`src/rtl/core/bpu_pkg.sv`:
```
// Shared types, register codes and constants for the bitmap pixel unpacker.
// No dependencies; every other file of the block imports this package.
package bpu_pkg;

    localparam int MAX_WIDTH               = 4096;
    localparam int PALETTE_ENTRIES_DEFAULT = 256;

    localparam int DIM_W       = 13;  // width, height, column and row counters
    localparam int ROW_BYTES_W = 14;  // byte position inside a padded row
    localparam int COUNT_W     = 4;   // pixels per byte, 0..8
    localparam int MAX_RUN     = 8;   // pixels in one 1bpp byte
    localparam int CFG_INDEX_W = 2;
    localparam int CFG_DATA_W  = 13;

    // Configuration register indexes
    localparam logic [CFG_INDEX_W-1:0] REG_DEPTH_MODE      = 2'd0;
    localparam logic [CFG_INDEX_W-1:0] REG_IMAGE_WIDTH     = 2'd1;
    localparam logic [CFG_INDEX_W-1:0] REG_IMAGE_HEIGHT    = 2'd2;
    localparam logic [CFG_INDEX_W-1:0] REG_PALETTE_PRESENT = 2'd3;

    // Source pixel formats; the two unused codes behave as 24bpp
    localparam logic [2:0] MODE_1BPP  = 3'd0;
    localparam logic [2:0] MODE_4BPP  = 3'd1;
    localparam logic [2:0] MODE_8BPP  = 3'd2;
    localparam logic [2:0] MODE_16BPP = 3'd3;
    localparam logic [2:0] MODE_24BPP = 3'd4;
    localparam logic [2:0] MODE_32BPP = 3'd5;

    // Input item commands
    localparam logic CMD_PIXEL   = 1'b0;
    localparam logic CMD_PALETTE = 1'b1;

    typedef enum logic [1:0] {
        KIND_MONO,
        KIND_PAL4,
        KIND_PAL8,
        KIND_DIRECT
    } pix_kind_t;

    typedef struct packed {
        logic [2:0]       depth_mode;
        logic [DIM_W-1:0] image_width;
        logic [DIM_W-1:0] image_height;
        logic             palette_present;
    } cfg_t;

    typedef struct packed {
        logic       command;
        logic [7:0] data_byte;
        logic [7:0] palette_index;
        logic [7:0] palette_blue;
        logic [7:0] palette_green;
        logic [7:0] palette_red;
    } byte_item_t;

    typedef struct packed {
        logic [7:0] blue;
        logic [7:0] green;
        logic [7:0] red;
        logic       run_last;
        logic       row_end;
        logic       image_end;
    } pixel_item_t;

    // Run descriptor for the pixel stage: everything one byte needs to emit its run
    typedef struct packed {
        pix_kind_t          kind;
        logic [COUNT_W-1:0] count;
        logic               ends_row;
        logic               last_row;
        logic               pal_present;
        logic [7:0]         mono_bits;
        logic               oor0;
        logic               oor1;
        logic [23:0]        color;
    } desc_t;

    // floor(c * 255 / 31) for a 5-bit component
    function automatic logic [7:0] expand5(input logic [4:0] c);
        logic [7:0] v;
        case (c)
            5'd0:  v = 8'd0;
            5'd1:  v = 8'd8;
            5'd2:  v = 8'd16;
            5'd3:  v = 8'd24;
            5'd4:  v = 8'd32;
            5'd5:  v = 8'd41;
            5'd6:  v = 8'd49;
            5'd7:  v = 8'd57;
            5'd8:  v = 8'd65;
            5'd9:  v = 8'd74;
            5'd10: v = 8'd82;
            5'd11: v = 8'd90;
            5'd12: v = 8'd98;
            5'd13: v = 8'd106;
            5'd14: v = 8'd115;
            5'd15: v = 8'd123;
            5'd16: v = 8'd131;
            5'd17: v = 8'd139;
            5'd18: v = 8'd148;
            5'd19: v = 8'd156;
            5'd20: v = 8'd164;
            5'd21: v = 8'd172;
            5'd22: v = 8'd180;
            5'd23: v = 8'd189;
            5'd24: v = 8'd197;
            5'd25: v = 8'd205;
            5'd26: v = 8'd213;
            5'd27: v = 8'd222;
            5'd28: v = 8'd230;
            5'd29: v = 8'd238;
            5'd30: v = 8'd246;
            default: v = 8'd255;
        endcase
        return v;
    endfunction

endpackage

```
`src/rtl/core/bpu_cfg_regs.sv`:
```
// Configuration register file of the bitmap pixel unpacker.
// Depends on bpu_pkg for register indexes and the cfg_t layout.
module bpu_cfg_regs
    import bpu_pkg::*;
(
    input  logic                   clk,
    input  logic                   rst_n,
    input  logic                   cfg_write,
    input  logic [CFG_INDEX_W-1:0] cfg_index,
    input  logic [CFG_DATA_W-1:0]  cfg_data,
    output cfg_t                   cfg
);

    cfg_t cfg_reg;
    cfg_t cfg_next;

    always_comb
    begin
        cfg_next = cfg_reg;
        if (cfg_write)
        begin
            unique case (cfg_index)
                REG_DEPTH_MODE:      cfg_next.depth_mode      = cfg_data[2:0];
                REG_IMAGE_WIDTH:     cfg_next.image_width     = cfg_data[DIM_W-1:0];
                REG_IMAGE_HEIGHT:    cfg_next.image_height    = cfg_data[DIM_W-1:0];
                REG_PALETTE_PRESENT: cfg_next.palette_present = cfg_data[0];
                default: ;
            endcase
        end
    end

    always_ff @(posedge clk or negedge rst_n)
    begin
        if (!rst_n)
        begin
            cfg_reg.depth_mode      <= MODE_24BPP;
            cfg_reg.image_width     <= DIM_W'(1);
            cfg_reg.image_height    <= DIM_W'(1);
            cfg_reg.palette_present <= 1'b0;
        end
        else
        begin
            cfg_reg <= cfg_next;
        end
    end

    assign cfg = cfg_reg;

endmodule

```
`config.mk`:
```
export PLATFORM = sky130hd
export DESIGN_NAME = bpu_cfg_regs
export DESIGN_NICKNAME = d
export VERILOG_FILES = /design/src/rtl/core/bpu_pkg.sv /design/src/rtl/core/bpu_cfg_regs.sv
export SDC_FILE = /design/constraint.sdc
export NUM_CORES = 1
export LEC_CHECK = 0
export BUFFER_PORTS_ARGS = -buffer_cell sky130_fd_sc_hd__clkbuf_2
export CORE_MARGIN = 3
export CORE_UTILIZATION = 50
export CTS_BUF_LIST = sky130_fd_sc_hd__clkbuf_8
export CTS_CLUSTER_SIZE = 24
export DETAILED_ROUTE_END_ITERATION = 10
export MAX_ROUTING_LAYER = met4
export PLACE_DENSITY = 0.81
export SETUP_SLACK_MARGIN = 0.1
export SYNTH_ARGS = -nofsm -noshare
export SYNTH_HDL_FRONTEND = slang
export SYNTH_SLANG_ARGS = --single-unit
```
`constraint.sdc`:
```
create_clock -name clk -period 1.9 [get_ports clk]
set_input_delay 0.095 -clock clk [delete_from_list [all_inputs] [get_ports clk]]
set_output_delay 0.095 -clock clk [all_outputs]
set_load 0.02 [all_outputs]
```
# ---- After elaboration in Yosys (flattened, before gate mapping)
# Index checks and enable logic that the tools add are counted.
dict set report word_totals {
  regBits 30
  latchBits 0
  ram_bits 0
  romBits 0
  inputBits 18
  wordCells 12
  n_memories 0
}
dict set report op_classes {
  add_sub_neg 0
  multipliers 0
  n_div 0
  n_lt_le_gt_ge 0
  n_eq_ne 3
  shift 0
  mux 0
  n_bitwise 0
  n_reduce_logical 5
}
# operator count
set ops {}
lappend ops {{2-bit AND reduction} 4}
lappend ops {{2-bit equality test (second input constant)} 2}
lappend ops {{2-bit by 1-bit equality test with 1-bit output (second input constant)} 1}
lappend ops {{2-bit zero test} 1}

# ---- Longest topological paths before layout
# Gate-level depths: netlist of run 1.
dict set report logic_depth {
  depth_word 2
  depth_mapped 3
}

# ---- Least setup slack after synthesis of run 1
# OpenSTA, ideal clock, no wires.
dict set report synth_path {
  kind {register -> register}
  startpoint {register, netlist name cfg[13]}
  endpoint {register cfg_reg, in the netlist cfg[13]}
  t_arrival_ns 0.703
  required_ns 1.775
  setup_slack_ns 1.073
  stages_incl_launch_ff 2
  cell_sequence {dfrtp_1 mux2_2}
}
# element line_no
set synth_lines {}
lappend synth_lines {{end signal: assignment} bpu_cfg_regs.sv:43} ;# cfg_reg <= cfg_next;
lappend synth_lines {{end: declaration} bpu_cfg_regs.sv:14} ;# cfg_t cfg_reg;

# ---- Worst setup path after layout of run 1
dict set report layout_path {
  startpoint {register cfg_reg, in the netlist cfg[14]}
  endpoint {output cfg[14] in the netlist's numbering}
}
# element line_no
set layout_lines {}
lappend layout_lines {{end: declaration} bpu_cfg_regs.sv:11} ;# output cfg_t cfg
# No word-level cell between the ends.

==> reports/metrics.csv, run 1 <==
stage,metric,value,unit
clocking,post_cts_buffers,0,
timing,drv_slew,0,
clocking,clockBufferDepth,2,
logic_synthesis,ys_ff_latch,30,
worst_hold_path,hold_path.class,in2reg,
finish,syn2layout_area_growth,29.4,%
setup_path,worstPathArrival,0.99,ns
drt,antenna_left,0,
logic_synthesis,synth_ff_type,dfrtp_1,
grt,grt_pass1_vias,774,
setup_path,cp_cell_sequence,clkbuf_2,
timing,timing.setup.tns,0,ns
pwr,vdd_ir_drop_max,808,uV
clocking,post_cts_resized,0,
setup_path,start_kind,register,
placement,dp_hpwl,1660,um
timing,worstMarginPinSlew,0.704,ns
drt,wl,2270,um
drt,vias,718,
placement,place_inst,139,
clocking,cts_tree,yes,
floorplanning,start_util,54.3,%
drt,firstDrtPassIters,2,
floorplanning,die_w,56.0,um
grt,antenna_found_initial,0,
clocking,clk_pin_slew,0.07,ns
logic_synthesis,avgSynthCellArea,18.9,um2
placement,place.port_buffers,47,
clocking,ctsHoldBuffers,1,
logic_synthesis,async_flop_share,100,%
clocking,clock_sink_count,30,
timing,rsz0062_at_grt,false,
logic_synthesis,synth_area,1250,um2
logic_synthesis,ys_seq_area_share,60.5,%
floorplanning,core,2300,um2
drt,drtIter0Drc,11,
clocking,worstSkewPairLatency,0.28,ns
logic_synthesis,yosys.cell_types.count,8,
drt,drc,0,
grt,grt_max_degree,31,
drt,wl_per_cell,15.4,um
finish,nNetsFinal,137,
setup_path,path_max_fanout,2,
floorplanning,die_h,56.0,um
grt,grt_overflow,0,
logic_synthesis,synth_top_area_share,54.2,%
drt,vias_per_cell,4.85,
setup_path,slowest_stage,dfstp_2,
finish,largest_reg_flops,30,
logic_synthesis,synth.most_common_cell,dfrtp_1,
setup_path,cp_num_buf_inv,1,
clocking,root_buffer,clkbuf_8,
setup_path,required,1.80,ns
setup_path,cpPeakStageDelay,0.54,ns
floorplanning,ios,48,
floorplanning,core.rowCount,17,
logic_synthesis,synth-edff-count,0,
logic_synthesis,syn_inst,66,
finish,antenna_cells,0,
timing,post-route-period-util,56.9,%
logic_synthesis,synth_fp_nets,84,
status,outcome,"complete, no violations",
clocking,h-tree-depth,2,
placement,place_congestion,0.761,
finish,drive_gt1_share,75.8,%
timing,fin_crit,1.08,ns
grt,grt_first_pass_wirelength,4010,um
clocking,cts_made_buffers,5,
logic_synthesis,ys_warn_count,0,
grt,gr-usage-all-layers,17.8,%
finish,fin_cells,148,
timing,fmax,0.925,GHz
pwr,p_leak,0.872,nW
logic_synthesis,synth_top_cells_by_area,"dfrtp_1 (54%), mux2_4 (24%), mux2_2 (9.0%), dfstp_2 (6.3%), nand3b_4 (3.2%)",
timing,fin_skew,0,ns
setup_path,critPathCaptureType,primary output,
logic_synthesis,synth_commonest_cells,"dfrtp_1 (27), mux2_4 (20), mux2_2 (10)",
floorplanning,dieArea,3130,um2
timing,slew_headroom,53.0,%
setup_path,worstSetupPathType,reg2out,
logic_synthesis,synth_top_area_cell,dfrtp_1,
setup_path,cp_top_family,flip-flops,
flow_run,cap_violations,0,
pwr,power_density,1220,nW/um2
timing,finalHoldViolations,0,
timing,setup_viol,0,
per-layer routing:
metal / share of wire (%) / global-route usage (%) / vias up
li1: - / - / 340
met1: 44 / 22.8 / 338
met2: 45 / 23.6 / 33
met3: 9.1 / 8.58 / 7
met4: 2.1 / 8.14 / 0
met5: 0 / - / -
cells by family after synthesis:
kind of cell | synth area share (%)
buffers and inverters | 1.81
AND/OR/NAND/NOR | 4.61
multiplexers | 33.1
flip-flops | 60.5
placed cells by master (no fill, tap or decap):
master,instances
clkbuf_2,47
dfrtp_1,27
mux2_4,20
mux2_2,10
clkbuf_8,5
dfstp_2,3
nand3b_4,2
clkinv_2,2
nor3b_2,1
nand3_1,1
bufinv_16,1
dlygate4sd3_1,1
through the flow:
stage	hold slack (ns)	power, W	setup WS, ns	cell area, um2	util [%]
floorplan	-0.201	0.00117	1.07	1250	-
global placement	0.178	0.00134	0.845	1500	65.1
detailed placement	0.185	0.00136	0.812	1500	65.1
CTS	0.0467	0.00199	0.808	1610	70.3
global route	0.0476	0.00207	0.777	1610	70.3
finish	0.0547	0.00197	0.819	1610	70.3
power breakdown:
group          leakage (nW)  switching (W)  internal (W)
registers             0.351      0.0000698      0.000770
logic                 0.463       0.000269      0.000237
clock network        0.0579       0.000235      0.000385
total                 0.872       0.000574       0.00139
layout make-up:
| class | instances | area, um2 |
|---|---|---|
| Multi-Input combinational cell | 34 | 470 |
| Clock buffer | 5 | 68.8 |
| Fill cell | 188 | 683 |
| Tap cell | 28 | 35.0 |
| Timing Repair Buffer | 48 | 245 |
| Clock inverter | 3 | 40.0 |
| Sequential cell | 30 | 754 |
path summary, 6_finish.rpt:
path                                  start      end  slack [ns]  depth (start not counted)
worst min-delay path            cfg_data[8]   cfg[9]        0.05                          2
worst min register to register      cfg[20]  cfg[20]        0.51                          1
max in group asynchronous             rst_n  cfg[11]        1.06                          2
worst max-delay path                cfg[14]  cfg[14]        0.82                          1
min in group asynchronous             rst_n  cfg[18]        0.39                          2
worst max register to register      cfg[13]  cfg[13]        1.11                          1
(Power assumes the default switching activity.)
==> run 2, diff against run 1 <==
--- a/config.mk
+++ b/config.mk
@@ -5,6 +5,7 @@
 export SDC_FILE = /design/constraint.sdc
 export NUM_CORES = 1
 export LEC_CHECK = 0
+export ABC_AREA = 1
 export BUFFER_PORTS_ARGS = -buffer_cell sky130_fd_sc_hd__clkbuf_2
 export CORE_MARGIN = 3
 export CORE_UTILIZATION = 50
@@ -12,7 +13,7 @@
 export CTS_CLUSTER_SIZE = 24
 export DETAILED_ROUTE_END_ITERATION = 10
 export MAX_ROUTING_LAYER = met4
-export PLACE_DENSITY = 0.81
+export PLACE_DENSITY = 0.8
 export SETUP_SLACK_MARGIN = 0.1
 export SYNTH_ARGS = -nofsm -noshare
 export SYNTH_HDL_FRONTEND = slang
==> constraint.sdc (replaced) <==
create_clock -name clk -period 1.1 [get_ports clk]
set_input_delay 0.055 -clock clk [delete_from_list [all_inputs] [get_ports clk]]
set_output_delay 0.055 -clock clk [all_outputs]
set_load 0.02 [all_outputs]
==> reports/metrics.csv, run 2 <==
stage,metric,value,unit,change
status,outcome,"complete, no violations",,unchanged
setup_path,crit_end,cfg[29],,was cfg[14]
pwr,clkPwrFrac,28.5,%,was 31.5%
setup_path,cp_cell_sequence,buf_8,,was clkbuf_2
flow_run,cap_violations,0,,unchanged
logic_synthesis,synth_ff_type,dfrtp_1,,unchanged
clocking,cts_tree,yes,,unchanged
finish,final_cell_mix,"nand2_1 (51), clkbuf_2 (44), nand4_1 (27), dfrtp_1 (27), nand2_2 (10)",,"was clkbuf_2 (47), dfrtp_1 (27), mux2_4 (20)"
setup_path,reg2reg_to,cfg[1],,was cfg[13]
timing,post-route-period-util,90.3,%,
setup_path,required,1.04,ns,was 1.80 ns
drt,antenna_left,0,,unchanged
grt,grt_first_pass_wirelength,5250,um,was 4010 um
drt,wl,3210,um,was 2270 um
setup_path,r2r_start,cfg[1],,was cfg[13]
setup_path,path_max_fanout,2,,unchanged
grt,gr-usage-all-layers,21.6,%,was 17.8%
logic_synthesis,synth_top_cells_by_area,"dfrtp_1 (49%), nand2_1 (14%), nand4_1 (12%), dfstp_2 (5.7%), nand2_2 (4.6%)",,"was dfrtp_1 (54%), mux2_4 (24%), mux2_2 (9.0%), dfstp_2 (6.3%), nand3b_4 (3.2%)"
setup_path,reg2reg_slack,0.38,ns,was 1.11 ns
setup_path,start_kind,register,,unchanged
grt,grt_pass1_vias,1170,,was 774
floorplanning,start_util,53.9,%,was 54.3%
finish,nNetsFinal,204,,was 137
drt,drc,0,,unchanged
logic_synthesis,synth-edff-count,0,,unchanged
setup_path,cp_num_buf_inv,1,,unchanged
timing,drv_slew,0,,unchanged
timing,hold_slack,0.0321,ns,was 0.0547 ns
timing,finalHoldViolations,0,,unchanged
timing,worstMarginPinSlew,0.364,ns,was 0.704 ns
timing,fin_crit,0.993,ns,
drt,wl_met3,217,um,was 208 um
drt,drtIter0Drc,55,,was 11
logic_synthesis,synth_top_area_cell,dfrtp_1,,unchanged
setup_path,worstSetupPathType,reg2out,,unchanged
clocking,root_buffer,clkbuf_8,,unchanged
floorplanning,die_w,58.4,um,was 56.0 um
finish,fin_util,67.6,%,was 70.3%
clocking,worstSkewPairLatency,0.27,ns,was 0.28 ns
setup_path,cp_top_family,flip-flops,,unchanged
logic_synthesis,synth_commonest_cells,"nand2_1 (51), dfrtp_1 (27), nand4_1 (27)",,"was dfrtp_1 (27), mux2_4 (20), mux2_2 (10)"
finish,antenna_cells,0,,unchanged
finish,syn2layout_area_growth,25.3,%,was 29.4%
pwr,power.internal,0.00207,W,was 0.00139 W
floorplanning,ios,48,,unchanged
placement,place_congestion,0.919,,was 0.761
pwr,swShare,32.6,%,was 29.2%
logic_synthesis,ys_seq_area_share,55.0,%,was 60.5%
floorplanning,dieArea,3410,um2,was 3130 um2
pwr,seqPwrFrac,45.9,%,was 42.7%
logic_synthesis,ys_ff_latch,30,,unchanged
logic_synthesis,synth.most_common_cell,nand2_1,,was dfrtp_1
finish,layout_commonest_cell,nand2_1,,was clkbuf_2
drt,highest_layer,met4,,unchanged
logic_synthesis,syn_inst,139,,was 66
drt,route.layer.met1.wl,1260,um,was 994 um
logic_synthesis,yosys.cell_types.count,14,,was 8
placement,place.port_buffers,47,,unchanged
placement,dp_hpwl,2420,um,was 1660 um
setup_path,critPathCaptureType,primary output,,unchanged
pwr,power.total,0.00308,W,was 0.00197 W
pwr,switching_power,0.00100,W,was 0.000574 W
placement,postPlaceCellArea,1590,um2,was 1500 um2
clocking,clk_pin_slew,0.06,ns,was 0.07 ns
clocking,clock_sink_count,30,,unchanged
setup_path,cpPeakStageDelay,0.55,ns,was 0.54 ns
pwr,p_leak,0.935,nW,was 0.872 nW
setup_path,worstPathArrival,0.94,ns,was 0.99 ns
setup_path,r2r_cells,2,,was 1
floorplanning,core,2540,um2,was 2300 um2
logic_synthesis,ys_warn_count,0,,unchanged
timing,slew_headroom,75.7,%,was 53.0%
drt,wl_per_cell,14.8,um,was 15.4 um
logic_synthesis,synth_fp_nets,157,,was 84
logic_synthesis,synth_top_area_share,49.2,%,was 54.2%
pwr,vdd_ir_drop_max,1430,uV,was 808 uV
finish,n_fill_cell,216,,was 188
logic_synthesis,synth_area,1370,um2,was 1250 um2
logic_synthesis,avgSynthCellArea,9.87,um2,was 18.9 um2
clocking,h-tree-depth,2,,unchanged
drt,firstDrtPassIters,4,,was 2
timing,setup_viol,0,,unchanged
timing,timing.setup.tns,0,ns,unchanged
pwr,power_frac_comb,25.6,%,was 25.7%
floorplanning,core.rowCount,18,,was 17
setup_path,crit_start,cfg[29],,was cfg[14]
finish,largest_reg_flops,30,,unchanged
drt,vias_per_cell,5.43,,was 4.85
grt,antenna_found_initial,0,,unchanged
timing,fin_skew,0,ns,unchanged
drt,dr_wl_met2,1660,um,was 1020 um
grt,grt_max_degree,29,,was 31
setup_path,slowest_stage,dfstp_2,,unchanged
clocking,cts_made_buffers,5,,unchanged
timing,rsz0062_at_grt,true,,was false
drt,vias,1178,,was 718
setup_path,cp.depth,1,,unchanged
clocking,clockBufferDepth,2,,unchanged
floorplanning,die_h,58.4,um,was 56.0 um
pwr,power_density,1790,nW/um2,was 1220 nW/um2
worst_hold_path,hold_path.class,in2reg,,unchanged
timing,fmax,1.01,GHz,
finish,drive_gt1_share,40.6,%,was 75.8%
logic_synthesis,async_flop_share,100,%,unchanged
finish,final_cell_area,1720,um2,was 1610 um2
grt,grt_overflow,0,,unchanged
==> run 2: cell types whose count changed in the layout (fill, tap and decap cells not counted), moves of 2 or more <==
cell      change
nand3_4       +2
buf_8         +3
nand2_1      +51
nand3b_4      -2
nand3_1       +3
nand4_1      +27
buf_4         +2
nand2_2      +10
clkbuf_2      -3
mux2_4       -20
buf_12        +2
mux2_2       -10
==> run 2: metrics by stage <==
| step | setup WS [ns] | instances |
|---|---|---|
| after floorplan | 0.366 | 139 |
| after global placement | 0.195 | 208 |
| after detailed placement | 0.137 | 208 |
| after CTS | 0.0846 | 217 |
| after global routing | 0.0718 | 217 |
| final | 0.107 | 217 |
==> run 2: metal layers <==
layer	track usage [%]	vias to the layer above
li1	-	568
met1	23.6	549
met2	35.6	51
met3	7.89	10
met4	8.94	0
met5	-	-
==> run 2: area by class of cell <==
type / count / area [um2] / area share [%]
Clock inverter: 2 / 8.76 / 0.509
Timing Repair Buffer: 52 / 330 / 19.2
Tap cell: 30 / 37.5 / 2.18
Multi-Input combinational cell: 95 / 489 / 28.4
Inverter: 2 / 17.5 / 1.02
Clock buffer: 6 / 82.6 / 4.80
Sequential cell: 30 / 754 / 43.9
==> run 2: worst min path at each step <==
stage	from	end	slack, ns	cells past startpoint
2_1_floorplan	rst_n	cfg[0]	-0.24	0
3_3_place_gp	rst_n	cfg[9]	-0.03	1
3_5_place_dp	rst_n	cfg[9]	-0.02	1
4_1_cts	cfg_data[2]	cfg[29]	0.03	3
5_1_grt	cfg_data[0]	cfg[14]	0.04	3
6_report	cfg_data[2]	cfg[29]	0.03	3
==> run 2: cell families (layout without fill, tap and decap cells) <==
logic type,count (synthesis),after routing,synth area share (%)
DFF,30,30,55.0
and+or+nand+nor,95,95,35.6
buffers and inverters,14,62,9.39
==> run 2: worst register-to-register path: stages, from the launching register on <==
cell     delay (ns)
dfstp_2        0.55
nand2_1        0.05
nand2_1        0.07
==> run 2: timing repair <==
item | in CTS | in global routing
setup endpoints to repair | 3 | 3
hold buffers | 1 | 0
setup buffers | 0 | 0
endpoints found under the hold margin | 28 | 0
pin swaps | 0 | 0
gates resized for setup | 6 | 3
==> run 2: power groups by stage <==
stage | Clock, W | Sequential [W] | Combinational (W)
2_1_floorplan | 0 | 0.00163 | 0.000253
3_3_place_gp | 0 | 0.00142 | 0.000738
3_5_place_dp | 0 | 0.00142 | 0.000758
4_1_cts | 0.000891 | 0.00141 | 0.000790
5_1_grt | 0.000952 | 0.00143 | 0.000853
6_report | 0.000877 | 0.00141 | 0.000787
==> run 3, diff against run 2 <==
--- a/config.mk
+++ b/config.mk
@@ -12,6 +12,7 @@
 export CTS_BUF_LIST = sky130_fd_sc_hd__clkbuf_8
 export CTS_CLUSTER_SIZE = 24
 export DETAILED_ROUTE_END_ITERATION = 10
+export HOLD_SLACK_MARGIN = 0.1
 export MAX_ROUTING_LAYER = met4
 export PLACE_DENSITY = 0.8
 export SETUP_SLACK_MARGIN = 0.1
==> reports/metrics.csv, run 3 (synthesis gave the netlist of run 2 again) <==
stage,metric,value,unit,change
status,outcome,"complete, no violations",,unchanged
grt,grt_first_pass_wirelength,5660,um,was 5250 um
floorplanning,start_util,53.9,%,unchanged
timing,fin_crit,0.988,ns,was 0.993 ns
clocking,clock_sink_count,30,,unchanged
placement,place_congestion,0.919,,unchanged
drt,firstDrtPassIters,4,,unchanged
drt,drtIter0Drc,83,,was 55
timing,post-route-period-util,89.9,%,was 90.3%
finish,syn2layout_area_growth,34.8,%,was 25.3%
timing,drv_slew,0,,unchanged
setup_path,cp_cell_sequence,buf_8,,unchanged
floorplanning,core.rowCount,18,,unchanged
pwr,power.internal,0.00210,W,was 0.00207 W
setup_path,reg2reg_to,cfg[1],,unchanged
setup_path,cp_num_buf_inv,1,,unchanged
pwr,clkPwrFrac,28.1,%,was 28.5%
grt,grt_pass1_vias,1255,,"was 1,170"
timing,worstMarginPinSlew,0.365,ns,was 0.364 ns
setup_path,start_kind,register,,unchanged
drt,vias,1231,,"was 1,178"
clocking,worstSkewPairLatency,0.27,ns,about the same
grt,grt_overflow,0,,unchanged
pwr,p_leak,0.990,nW,was 0.935 nW
setup_path,r2r_start,cfg[1],,unchanged
pwr,power_frac_comb,26.5,%,was 25.6%
floorplanning,die_w,58.4,um,unchanged
timing,rsz0062_at_grt,true,,unchanged
placement,dp_hpwl,2420,um,unchanged
pwr,power_density,1690,nW/um2,was 1790 nW/um2
clocking,clockBufferDepth,2,,unchanged
setup_path,cp_top_family,flip-flops,,unchanged
drt,vias_per_cell,5.35,,was 5.43
drt,wl,3450,um,was 3210 um
setup_path,worstPathArrival,0.93,ns,was 0.94 ns
finish,drive_gt1_share,38.0,%,was 40.6%
finish,largest_reg_flops,30,,unchanged
pwr,vdd_ir_drop_max,1530,uV,was 1430 uV
setup_path,crit_start,cfg[29],,unchanged
placement,place.port_buffers,47,,unchanged
clocking,cts_tree,yes,,unchanged
drt,drc,0,,unchanged
drt,wl_per_cell,15.0,um,was 14.8 um
setup_path,slowest_stage,dfstp_2,,unchanged
timing,timing.setup.tns,0,ns,unchanged
clocking,cts_made_buffers,5,,unchanged
setup_path,cpPeakStageDelay,0.55,ns,about the same
pwr,power.total,0.00312,W,was 0.00308 W
timing,fin_skew,0,ns,unchanged
clocking,root_buffer,clkbuf_8,,unchanged
clocking,post_cts_buffers,0,,unchanged
setup_path,crit_end,cfg[29],,unchanged
worst_hold_path,hold_path.class,in2reg,,unchanged
timing,slew_headroom,75.7,%,about the same
grt,antenna_found_initial,0,,unchanged
timing,setup_viol,0,,unchanged
timing,fmax,1.01,GHz,about the same
floorplanning,die_h,58.4,um,unchanged
floorplanning,ios,48,,unchanged
finish,antenna_cells,0,,unchanged
finish,layout_commonest_cell,nand2_1,,unchanged
flow_run,cap_violations,0,,unchanged
grt,gr-usage-all-layers,23.3,%,was 21.6%
finish,final_cell_mix,"nand2_1 (51), clkbuf_2 (44), nand4_1 (27), dfrtp_1 (27), dlygate4sd3_1 (14)",,"was nand2_1 (51), clkbuf_2 (44), nand4_1 (27), dfrtp_1 (27), nand2_2 (10)"
pwr,seqPwrFrac,45.3,%,was 45.9%
finish,nNetsFinal,217,,was 204
setup_path,worstSetupPathType,reg2out,,unchanged
setup_path,cp.depth,1,,unchanged
finish,n_fill_cell,189,,was 216
pwr,swShare,32.6,%,about the same
setup_path,r2r_cells,2,,unchanged
setup_path,required,1.04,ns,about the same
floorplanning,core,2540,um2,unchanged
grt,grt_max_degree,29,,unchanged
drt,antenna_left,0,,unchanged
timing,finalHoldViolations,0,,unchanged
clocking,h-tree-depth,2,,unchanged
pwr,switching_power,0.00102,W,was 0.00100 W
setup_path,reg2reg_slack,0.38,ns,about the same
setup_path,critPathCaptureType,primary output,,unchanged
setup_path,path_max_fanout,2,,unchanged
clocking,clk_pin_slew,0.06,ns,about the same
floorplanning,dieArea,3410,um2,unchanged
worst_hold_path,worstHoldStart,cfg_index[1],,was cfg_data[2]
-- run 3: cell types whose count changed in the layout (fill, tap and decap cells not counted), sizes merged --
cell         delta
dlygate4sd3    +13
-- run 3: per-stage QoR --
stage	cell area [um2]	utilization [%]	cells	setup slack [ns]	hold WS (ns)
floorplan	1370	-	139	0.366	-0.241
global placement	1590	62.4	208	0.195	-0.0260
detailed placement	1590	62.4	208	0.137	-0.0162
CTS	1850	72.6	230	0.0846	0.185
global route	1850	72.7	230	0.0737	0.208
finish	1850	72.7	230	0.112	0.185
-- run 3: how the worst min path moves through the flow --
stage                         to  slack [ns]  depth (start not counted)
after detailed placement  cfg[9]       -0.02                          1
after floorplan           cfg[0]       -0.24                          0
after global placement    cfg[9]       -0.03                          1
after global routing      cfg[0]        0.21                          3
after CTS                 cfg[1]        0.18                          3
final                     cfg[1]        0.19                          3
-- run 3: power groups by stage --
stage	sequential (W)	combinational (W)	clock, W
after floorplan	0.00163	0.000253	0
after global placement	0.00142	0.000738	0
after detailed placement	0.00142	0.000758	0
after CTS	0.00141	0.000826	0.000891
after global routing	0.00144	0.000895	0.000950
final	0.00141	0.000828	0.000877
-- run 3: what timing repair did --
action	in CTS	in global routing
setup endpoints to repair	3	3
hold buffers	14	0
resized for setup	6	3
endpoints found under the hold margin	58	0
-- run 3: per-layer routing --
metal | track usage [%] | routed length (um) | vias to the layer above
met5 | - | 0 | -
met4 | 9.93 | 114 | 0
met3 | 7.89 | 236 | 15
met2 | 38.8 | 1770 | 56
met1 | 25.2 | 1320 | 567
li1 | - | - | 593
-- run 3: cell type report --
cell class / instances / area, um2 / share of cell area (%)
sequential: 30 / 754 / 40.8
tap: 30 / 37.5 / 2.03
clock inverter: 2 / 8.76 / 0.473
clock buffer: 6 / 82.6 / 4.46
inverter: 2 / 17.5 / 0.947
timing repair buffer: 65 / 460 / 24.9
multi-input combinational: 95 / 489 / 26.4
